**config.mk**
```make
export PLATFORM = sky130hd
export DESIGN_NAME = fifo_replacement_set_core
export DESIGN_NICKNAME = d
export VERILOG_FILES = /design/src/sv/frs_pkg.sv /design/src/sv/fifo_replacement_set_core.sv /design/src/sv/frs_ctrl.sv /design/src/sv/frs_datapath.sv
export SDC_FILE = /design/constraint.sdc
export NUM_CORES = 2
export LEC_CHECK = 0
export ABC_AREA = 0
export BUFFER_PORTS_ARGS = -buffer_cell sky130_fd_sc_hd__buf_2
export CAP_MARGIN = 10
export CORE_AREA = 2 2 432 434
export DETAILED_ROUTE_END_ITERATION = 8
export DIE_AREA = 0 0 434 436
export GPL_ROUTABILITY_DRIVEN = 0
export PLACE_DENSITY = 0.68
export SLEW_MARGIN = 10
export SYNTH_ARGS = -nofsm -noshare
export SYNTH_HDL_FRONTEND = slang
export SYNTH_SLANG_ARGS = --single-unit
```
**constraint.sdc**
```tcl
create_clock -name clk -period 14.2 [get_ports clk]
set_input_delay 2.84 -clock clk [delete_from_list [all_inputs] [get_ports clk]]
set_output_delay 2.84 -clock clk [all_outputs]
set_load 0.01 [all_outputs]
```
**src/sv/frs_pkg.sv**
```systemverilog
`default_nettype none
package frs_pkg;

  localparam int KEY_RANGE = 1024;
  localparam int KEY_W     = $clog2(KEY_RANGE);
  localparam int TDATA_W   = ((KEY_W + 7) / 8) * 8;
  // The ring wraps by truncation, so the depth stays a power of two.
  localparam int DEPTH     = 64;
  localparam int PTR_W     = $clog2(DEPTH);
  localparam int CNT_W     = $clog2(DEPTH + 1);
  localparam int CAP_W     = 7;
  localparam logic [CAP_W-1:0] CAP_RESET = CAP_W'(64);
  localparam int APB_DW    = 32;
  localparam int PADDR_W   = 3;
  localparam logic [PADDR_W-3:0] REG_CAPACITY = '0;
  localparam logic MODE_ACCESS = 1'b0;
  localparam logic MODE_DRAIN  = 1'b1;

  // Commands from the controller to the datapath.
  typedef struct packed {
    logic capture;
    logic sweep;
    logic emit_hit;
    logic emit_miss;
    logic mark;
    logic emit_drain;
    logic emit_empty;
  } frs_cmd_t;

  // Status from the datapath to the controller.
  typedef struct packed {
    logic present;
    logic full;
    logic none_held;
    logic one_held;
    logic out_free;
    logic sweep_done;
  } frs_status_t;

endpackage
`default_nettype wire

```
**src/sv/fifo_replacement_set_core.sv**
```systemverilog
// Access: a hit is loaded into the output register from the lookup step once the output is free,
// a miss likewise, followed by a separate step that marks the new key.
// Drain: the capture reads the oldest key, then one result per cycle.
// The single-port presence map and key ring set these steps; a stalled output holds the walk.
// Reset is synchronous; afterwards a sweep over every key clears the presence map, and
// s_tready stays low until it ends. Capacity resets to 64 and may be written at any time.
`default_nettype none
module fifo_replacement_set_core import frs_pkg::*; (
  input  wire logic               clk,
  input  wire logic               rst,
  // Input stream.
  input  wire logic               s_tvalid,
  output logic                    s_tready,
  input  wire logic [TDATA_W-1:0] s_tdata,   // key, then zero padding
  input  wire logic               s_tuser,   // mode
  // Result stream.
  output logic                    m_tvalid,
  input  wire logic               m_tready,
  output logic [TDATA_W-1:0]      m_tdata,   // out_key, then zero padding
  output logic [2:0]              m_tuser,   // hit, evicted, empty_res
  output logic                    m_tlast,
  // Configuration port.
  input  wire logic               psel,
  input  wire logic               penable,
  input  wire logic               pwrite,
  input  wire logic [PADDR_W-1:0] paddr,
  input  wire logic [APB_DW-1:0]  pwdata,
  output logic [APB_DW-1:0]       prdata,
  output logic                    pready
);

  frs_cmd_t         cmd;
  frs_status_t      status;
  logic [CAP_W-1:0] capacity;
  logic             cfg_write;
  logic             out_hit;
  logic             out_evicted;
  logic             out_empty;
  logic [KEY_W-1:0] out_key;

  // The register file holds only the capacity register, which the datapath reads directly.
  assign pready    = 1'b1;
  assign cfg_write = psel && penable && pwrite && pready;

  always_ff @(posedge clk) begin
    if (rst) begin
      capacity <= CAP_RESET;
    end else if (cfg_write && paddr[PADDR_W-1:2] == REG_CAPACITY) begin
      capacity <= pwdata[CAP_W-1:0];
    end
  end

  always_comb begin
    prdata = '0;
    if (paddr[PADDR_W-1:2] == REG_CAPACITY) begin
      prdata = APB_DW'(capacity);
    end
  end

  // The controller sequences each item; the datapath owns both memories and the
  // output register, so a finished result waits there and the walk stalls until it is taken.
  frs_ctrl u_ctrl (
    .clk      (clk),
    .rst      (rst),
    .in_valid (s_tvalid),
    .in_mode  (s_tuser),
    .in_ready (s_tready),
    .status   (status),
    .cmd      (cmd)
  );

  frs_datapath u_datapath (
    .clk         (clk),
    .rst         (rst),
    .cmd         (cmd),
    .status      (status),
    .in_key      (s_tdata[KEY_W-1:0]),
    .capacity    (capacity),
    .out_valid   (m_tvalid),
    .out_ready   (m_tready),
    .out_hit     (out_hit),
    .out_evicted (out_evicted),
    .out_key     (out_key),
    .out_last    (m_tlast),
    .out_empty   (out_empty)
  );

  assign m_tdata = TDATA_W'(out_key);
  assign m_tuser = {out_empty, out_evicted, out_hit};

endmodule
`default_nettype wire

```
**src/sv/frs_ctrl.sv**
```systemverilog
`default_nettype none
module frs_ctrl import frs_pkg::*; (
  input  wire logic  clk,
  input  wire logic  rst,
  input  wire logic  in_valid,
  input  wire logic  in_mode,
  output logic       in_ready,
  input  frs_status_t status,
  output frs_cmd_t   cmd
);

  typedef enum logic [2:0] {
    S_CLEAR,
    S_IDLE,
    S_LOOK,
    S_MARK,
    S_DRAIN
  } state_t;

  state_t state;
  state_t state_next;

  assign in_ready = (state == S_IDLE);

  always_comb begin
    cmd        = '0;
    state_next = state;
    case (state)
      S_CLEAR: begin
        cmd.sweep = 1'b1;
        if (status.sweep_done) begin
          state_next = S_IDLE;
        end
      end
      S_IDLE: begin
        if (in_valid) begin
          cmd.capture = 1'b1;
          state_next  = (in_mode == MODE_DRAIN) ? S_DRAIN : S_LOOK;
        end
      end
      S_LOOK: begin
        if (status.out_free) begin
          if (status.present) begin
            cmd.emit_hit = 1'b1;
            state_next   = S_IDLE;
          end else begin
            cmd.emit_miss = 1'b1;
            state_next    = S_MARK;
          end
        end
      end
      S_MARK: begin
        cmd.mark   = 1'b1;
        state_next = S_IDLE;
      end
      S_DRAIN: begin
        if (status.out_free) begin
          if (status.none_held) begin
            cmd.emit_empty = 1'b1;
            state_next     = S_IDLE;
          end else begin
            cmd.emit_drain = 1'b1;
            if (status.one_held) begin
              state_next = S_IDLE;
            end
          end
        end
      end
      default: begin
        state_next = S_IDLE;
      end
    endcase
  end

  always_ff @(posedge clk) begin
    if (rst) begin
      state <= S_CLEAR;
    end else begin
      state <= state_next;
    end
  end

endmodule
`default_nettype wire

```
**src/sv/frs_datapath.sv**
```systemverilog
`default_nettype none
module frs_datapath import frs_pkg::*; (
  input  wire logic             clk,
  input  wire logic             rst,
  input  frs_cmd_t              cmd,
  output frs_status_t           status,
  input  wire logic [KEY_W-1:0] in_key,
  input  wire logic [CAP_W-1:0] capacity,
  output logic                  out_valid,
  input  wire logic             out_ready,
  output logic                  out_hit,
  output logic                  out_evicted,
  output logic [KEY_W-1:0]      out_key,
  output logic                  out_last,
  output logic                  out_empty
);

  logic             map_mem [KEY_RANGE];
  logic [KEY_W-1:0] ring_mem [DEPTH];

  logic [KEY_W-1:0] key_q;
  logic             map_q;
  logic [KEY_W-1:0] ring_q;
  logic [PTR_W-1:0] head;
  logic [CNT_W-1:0] count;
  logic [KEY_W-1:0] sweep_cnt;

  logic [CNT_W-1:0] limit;
  logic             full;
  logic             one_held;
  logic             evict;
  logic             emit_any;
  logic [PTR_W-1:0] tail;
  logic             map_we;
  logic [KEY_W-1:0] map_waddr;
  logic             map_wdata;
  logic             ring_re;
  logic [PTR_W-1:0] ring_raddr;

  // A capacity of zero acts as one; anything above the ring depth saturates.
  always_comb begin
    if (capacity == '0) begin
      limit = CNT_W'(1);
    end else if (capacity > CAP_W'(DEPTH)) begin
      limit = CNT_W'(DEPTH);
    end else begin
      limit = CNT_W'(capacity);
    end
  end

  assign full     = (count >= limit);
  assign one_held = (count == CNT_W'(1));
  assign evict    = cmd.emit_miss && full;
  assign emit_any = cmd.emit_hit | cmd.emit_miss | cmd.emit_drain | cmd.emit_empty;
  // With or without an eviction the new key lands at head + count.
  assign tail     = head + count[PTR_W-1:0];

  assign status.present    = map_q;
  assign status.full       = full;
  assign status.none_held  = (count == '0);
  assign status.one_held   = one_held;
  assign status.out_free   = !out_valid || out_ready;
  assign status.sweep_done = (sweep_cnt == '1);

  always_comb begin
    map_we    = 1'b1;
    map_waddr = ring_q;
    map_wdata = 1'b0;
    if (cmd.sweep) begin
      map_waddr = sweep_cnt;
    end else if (evict || cmd.emit_drain) begin
      map_waddr = ring_q;
    end else if (cmd.mark) begin
      map_waddr = key_q;
      map_wdata = 1'b1;
    end else begin
      map_we = 1'b0;
    end
  end

  assign ring_re    = cmd.capture || (cmd.emit_drain && !one_held);
  assign ring_raddr = cmd.capture ? head : head + PTR_W'(1);

  always_ff @(posedge clk) begin
    if (map_we) begin
      map_mem[map_waddr] <= map_wdata;
    end
    if (cmd.capture) begin
      map_q <= map_mem[in_key];
    end
  end

  always_ff @(posedge clk) begin
    if (cmd.emit_miss) begin
      ring_mem[tail] <= key_q;
    end
    if (ring_re) begin
      ring_q <= ring_mem[ring_raddr];
    end
  end

  always_ff @(posedge clk) begin
    if (rst) begin
      head      <= '0;
      count     <= '0;
      sweep_cnt <= '0;
      out_valid <= 1'b0;
    end else begin
      if (cmd.sweep) begin
        sweep_cnt <= sweep_cnt + KEY_W'(1);
      end
      if (cmd.emit_miss) begin
        if (full) begin
          head <= head + PTR_W'(1);
        end else begin
          count <= count + CNT_W'(1);
        end
      end
      if (cmd.emit_drain) begin
        if (one_held) begin
          head  <= '0;
          count <= '0;
        end else begin
          head  <= head + PTR_W'(1);
          count <= count - CNT_W'(1);
        end
      end
      if (cmd.emit_empty) begin
        head <= '0;
      end
      if (emit_any) begin
        out_valid <= 1'b1;
      end else if (out_ready) begin
        out_valid <= 1'b0;
      end
    end
  end

  always_ff @(posedge clk) begin
    if (cmd.capture) begin
      key_q <= in_key;
    end
    if (emit_any) begin
      out_hit     <= cmd.emit_hit;
      out_evicted <= evict;
      out_key     <= (evict || cmd.emit_drain) ? ring_q : '0;
      out_last    <= cmd.emit_drain ? one_held : 1'b1;
      out_empty   <= cmd.emit_empty;
    end
  end

  a_count_bound: assert property (@(posedge clk) disable iff (rst)
    count <= CNT_W'(DEPTH))
    else $error("held count exceeds ring depth");

  a_emit_free: assert property (@(posedge clk) disable iff (rst)
    emit_any |-> (!out_valid || out_ready))
    else $error("result loaded over an untaken result");

  a_drain_end: assert property (@(posedge clk) disable iff (rst)
    (cmd.emit_drain && one_held) |=> (count == '0 && head == '0))
    else $error("final drain transfer did not empty the set");

  a_append: assert property (@(posedge clk) disable iff (rst)
    (cmd.emit_miss && !full) |=> (count == $past(count) + CNT_W'(1)))
    else $error("append without eviction did not grow the set");

endmodule
`default_nettype wire
```
# Yosys cells after proc, flatten, opt, wreduce, memory -nomap -nowiden
# Memory sizes are Yosys's and may differ from the RTL's. A register that Yosys moved wholly into a read port is not among the register bits.
# Cells that the tools add are included.
[word_totals] reg_bits=58 latch_bits=0 ram_bits=1664 romBits=0 input_bits=59 out_inout_bits=55 word_cells=104 memories=2
[memory_table] memory="u_datapath.map_mem" words=1024 width=1 rd=1 rd_clocked_by_memory_dff=1 wr=1 line="frs_datapath.sv:18" rtl="logic map_mem [KEY_RANGE];"
[memory_table] memory="u_datapath.ring_mem" words=64 width=10 rd=1 rd_clocked_by_memory_dff=1 wr=1 line="frs_datapath.sv:19" rtl="logic [KEY_W-1:0] ring_mem [DEPTH];"
[classes] n_addsub=5 n_mul=0 n_div=0 magnitude_cmp=2 n_eq_ne=12 shifts=0 mux=47 bitwise_logic=4 reduce_logical=20
[op_table] cell="7-bit 2-to-1 mux" count=7
[op_table] cell="10-bit 2-to-1 mux" count=3
[op_table] cell="6-bit 2-to-1 mux" count=5
[op_table] cell="3-bit 2-to-1 mux" count=7
[op_table] cell="1-bit 2-to-1 mux" count=19
[op_table] cell="7-bit logical NOT" count=2
[op_table] cell="3-bit one-hot mux with 4 select lines" count=1
[op_table] cell="10-bit by 1-bit adder with 10-bit output, second input constant" count=1
[op_table] cell="10-bit equality test, second input constant" count=1
[op_table] cell="2-bit 2-to-1 mux" count=5
[op_table] cell="2-bit inequality test, second input constant" count=4
[op_table] cell="7-bit by 1-bit adder with 7-bit output, second input constant" count=1
[op_table] cell="7-bit by 1-bit equality test with 1-bit output, second input constant" count=1
[op_table] cell="7-bit greater-or-equal comparator" count=1
[op_table] cell="7-bit greater-than comparator, second input constant" count=1
[op_table] cell="7-bit by 1-bit subtractor with 7-bit output, second input constant" count=1
[op_table] cell="6-bit by 1-bit adder with 6-bit output, second input constant" count=1
[op_table] cell="6-bit adder" count=1
[op_table] cell="3-bit by 2-bit equality test with 1-bit output, second input constant" count=2
[op_table] cell="2-bit nonzero test" count=3
[op_table] cell="1-bit logical AND" count=5
[op_table] cell="5-bit AND reduction" count=1
[op_table] cell="2-bit AND reduction" count=2
[op_table] cell="3-bit by 1-bit equality test with 1-bit output, second input constant" count=1
[op_table] cell="9 further kinds" count=14

# Longest topological paths before layout
[depth] word_depth=10 mapped_depth=15 mapped_depth_nobuf=13

# Cells and area by module
# A second synthesis with hierarchy kept.
[unflattened] hier_cells=4807 area_unflattened_um2=78345.1
[modules_own_cells] module="frs_datapath" n_inst=1 cells_each=4691 area_each_um2=77369.2 seq_area_each_um2=51499.4
[modules_own_cells] module="fifo_replacement_set_core" n_inst=1 cells_each=75 area_each_um2=649.4 seq_area_each_um2=140.1
[modules_own_cells] module="frs_ctrl" n_inst=1 cells_each=41 area_each_um2=326.6 seq_area_each_um2=60.1

# Least setup slack after synthesis
# OpenSTA, ideal clock, no wires.
[synth_path] path_kind="register to register" startpoint="reg u_ctrl.state[0]" endpoint="mem u_datapath.map_mem[0] (data pin)" arrival_time_ps=11936 slack_ps=-220 stages_incl_launch_ff=5 path_buffers=2 path_cell_list="dfxtp_1 > clkbuf_1 > nand3b_1 > buf_2 > inv_1"
[synth_via] elab_chain_len=6 word_cells_on_any_way=13 classes_between="eq/ne (3); mux (7); reduce/logical (3)"
[synth_rtl] item="start: declaration" line="frs_ctrl.sv:20" rtl="state_t state;"
[synth_rtl] item="start signal: assignment" line="frs_ctrl.sv:79" rtl="state <= state_next;"
[synth_rtl] item="3-bit by 2-bit equality test with 1-bit output" line="frs_ctrl.sv:28" rtl="case (state)"
[synth_rtl] item="2-bit 2-to-1 mux" line="frs_ctrl.sv:28"
[synth_rtl] item="1-bit logical AND" line="frs_datapath.sv:53" rtl="assign evict = cmd.emit_miss && full;"
[synth_rtl] item="1-bit logical OR" line="frs_datapath.sv:71" rtl="end else if (evict || cmd.emit_drain) begin"
[synth_rtl] item="1-bit 2-to-1 mux" line="frs_datapath.sv:71"
[synth_rtl] item="1-bit 2-to-1 mux *" line="frs_datapath.sv:69" rtl="if (cmd.sweep) begin"
[synth_rtl] item="via u_datapath.map_wdata" line="frs_datapath.sv:36" rtl="logic map_wdata;"
[synth_rtl] item="end: declaration" line="frs_datapath.sv:18"
# Mark *: on every way through the listed nets, which the timed path passes. The rest lies on a longest branch.

==> key figures <==
CTS
  – Resized cells post-CTS: 0
  – Post-CTS Setup Bufs: 0
  – Total CTS buffers: 174
  – Sink Count: 1733
  – Later-pin clock latency in the skew report: 830 ps
  – # H-tree levels: 4
  – Cts hold-fix bufs: 0
  – Register clock-pin slew on the reported worst setup and hold paths: 60 ps
  – CTS tree: yes
  – Clk root buf: clkbuf_16
  – Clock Tree Buf Depth: 3

Timing
  – Final Hold Vio Count: 0
  – Hold slack final: 495 ps
  – Max-slew headroom: 12.5%
  – RSZ-0062 raised after global routing: false
  – Final Critical Period: 7710 ps
  – Final setup violation count: 0
  – Setup TNS: 0 ps
  – F_max: 130 MHz
  – Setup Skew: 42.6 ps
  – Period utilization: 54.3%
  – Post-route setup slack: 6490 ps
  – Final Max Slew Viols: 0
  – Slew at the pin with the worst max-slew slack: 1310 ps

Worst hold path
  – Hold Path End: capacity[6]
  – Hold depth: 1
  – Hold crit path type: register to register
  – Hold Crit Start: capacity[6]

Logic synthesis
  – Post-Synth Adder-Cell Area: 0.317%
  – Yosys reg bits: 1733
  – Syn. warnings: 0
  – Share of flip-flops with an asynchronous set or reset: 0%
  – Most used DFF post-synth: edfxtp_1
  – Synth Area in Compound Gates: 2.65%
  – Mux cell area share after synthesis: 14.9%
  – Post-synth EDFFs: 1699
  – Syn avg cell area: 15.7 sq um
  – Register area share after synthesis: 70.3%
  – XOR/XNOR Fraction of Synth Area: 0.296%
  – Main combinational cell family by area after synthesis: multiplexers
  – Netlist cell types: 67
  – Cell count after synthesis: 4678
  – Cell area after synthesis: 0.0735 sq mm
  – Simple-gate share of the synthesized area: 9.17%

Power
  – P_leak: 27.1 nW
  – Total chip power: 10.2 mW
  – Cell Pwr Density: 125 mW/mm^2
  – Peak supply drop: 0.168 mV

Job
  – Max-cap violation count: 0

Layout
  – Post-layout nets: 4748
  – Layout cell share with drive strength beyond 1: 17.0%
  – Commonest cells after routing, fill and taps aside: 1699 x edfxtp_1, 1171 x nor2_1, 427 x mux4_2
  – Storage element area: 0.0517 sq mm
  – Most common cell after layout, fill and taps aside: edfxtp_1
  – Area occupied by multi-input gates: 0.0204 sq mm
  – Layout area overhead: 11.0%
  – Core Util, Final: 44.2%
  – Number of fill cells: 16000

Floorplanning
  – I/O pins: 114
  – Die area: 0.189 sq mm
  – Chip Height: 436 um
  – Initial Util: 39.8%
  – Core area: 0.185 sq mm
  – FP Rows: 158
  – DIE WIDTH: 434 um

Global route
  – Grt total ovfl: 0
  – Vias in the first global route: 41000
  – Largest net degree at the start of global routing: 302
  – GRT Total Usage: 19.0%
  – First-pass GRT wire length: 268 mm
  – Antenna violations before repair: 6

Setup path
  – R2r startpoint: u_datapath.count[0]
  – Worst R2R Path Depth: 14
  – Worst EP required: 14660 ps
  – Critical path fanouts, max: 73
  – RR Endpoint: u_datapath.map_mem[47]
  – Endpoint class of the critical path: register
  – Crit Path Class: input pin to register
  – CP startpoint kind: input pin
  – WP data arrival: 8170 ps
  – R2R setup slack: 8780 ps

Detailed routing
  – Drc violations: 0
  – M1 WL: 69.1 mm
  – Routed wl met2: 91.7 mm
  – Via count: 41300
  – Final WL: 182 mm
  – Post-DRT Antenna Nets: 0
  – Initial drt markers: 5050
  – Top Metal Used: met5
  – Via density: 5.66
  – DR WL/cell: 24.9 um
  – Met3 routed WL: 15.4 mm
  – Drt pass-1 iters: 8

Place
  – HPWL Detailed: 98.3 mm
  – Port Buffers: 48
  – Worst slack, placed: 5530 ps

Status
  – Status: complete, no violations
[cells by family (layout without fill, tap and decap cells)]
logic type,count (synthesis),after routing
DFF,1733,1733
xor gates and xnor gates,24,24
and+or+nand+nor,1699,1699
adders and majority gates,18,18
other,2,33
AOI/OAI and AO/OA,282,282
muxes,557,557
buffers and inverters,363,468
[power breakdown]
part           switching [mW]  total, mW  internal, mW  leakage [nW]
Clock                    1.93       4.41          2.49          2.62
Combinational           0.208      0.286        0.0774          6.86
Sequential            0.00155       5.53          5.53          17.7
Total                    2.14       10.2          8.09          27.1
[synthesized netlist by cell type, types with 17 or more instances]
master / n / area share (%)
nor2b_1: 20 / 0.17
ha_1: 17 / 0.29
o22ai_1: 26 / 0.22
o21ai_0: 31 / 0.21
edfxtp_1: 1699 / 69
clkbuf_1: 229 / 1.2
nand3_1: 32 / 0.22
nor3_1: 54 / 0.37
o221ai_1: 36 / 0.43
buf_4: 57 / 0.58
dfxtp_1: 34 / 0.93
nand2_1: 352 / 1.8
buf_2: 37 / 0.25
a21oi_1: 54 / 0.37
nor2_1: 1173 / 6.0
mux4_2: 427 / 13
a22oi_1: 28 / 0.29
mux2i_1: 126 / 1.7
[how the worst max path moves through the flow]
stage	startpoint	end	slack [ps]	cells past startpoint
6_report	s_tdata[0]	u_datapath.map_q	6490	11
5_1_grt	s_tdata[0]	u_datapath.map_q	6250	11
4_1_cts	s_tdata[0]	u_datapath.map_q	6370	11
3_5_place_dp	s_tdata[0]	u_datapath.map_q	5530	11
3_3_place_gp	s_tdata[0]	u_datapath.map_q	5550	11
2_1_floorplan	u_ctrl.state[0]	u_datapath.map_mem[0]	4530	4
[final cells by class]
| class | count | area share [%] |
|---|---|---|
| antenna | 1 | 0.00307 |
| timing repair buffer | 137 | 1.20 |
| multi-input combinational | 2612 | 25.0 |
| inverter | 13 | 0.0659 |
| clock inverter | 81 | 0.875 |
| clock buffer | 237 | 5.75 |
| sequential | 1733 | 63.3 |
| tap | 2480 | 3.80 |
[metrics by stage]
step | std cells | area (sq um)
CTS | 7293 | 81600
global route | 7294 | 81600
detailed placement | 6975 | 76200
global placement | 6975 | 76200
floorplan | 4708 | 73600
finish | 7294 | 81600
[sequential cells by signal, summed over array words and instances (netlist names), 3 cells and up]
name,cells
u_datapath.ring_mem,640
u_datapath.sweep_cnt,10
capacity,7
u_datapath.head,6
u_datapath.key_q,10
u_datapath.count,7
u_datapath.ring_q,10
u_datapath.out_key,10
u_ctrl.state,3
u_datapath.map_mem,1024
[critical path, stage by stage]
cell and delay [ps]:
buf_8 610, buf_4 890, buf_4 970, mux4_2 600, a2111oi_0 500, nor2_1 110, o2111ai_1 150, a211oi_1 110
nor4b_1 240, a311oi_1 620, o211ai_1 370
[per-layer routing]
metal,global-route usage (%),vias to the layer above
met3,3.12,382
met1,25.1,21300
met5,0,-
met2,32.2,1902
met4,6.18,6
li1,-,17700
(Power assumes the default switching activity.)
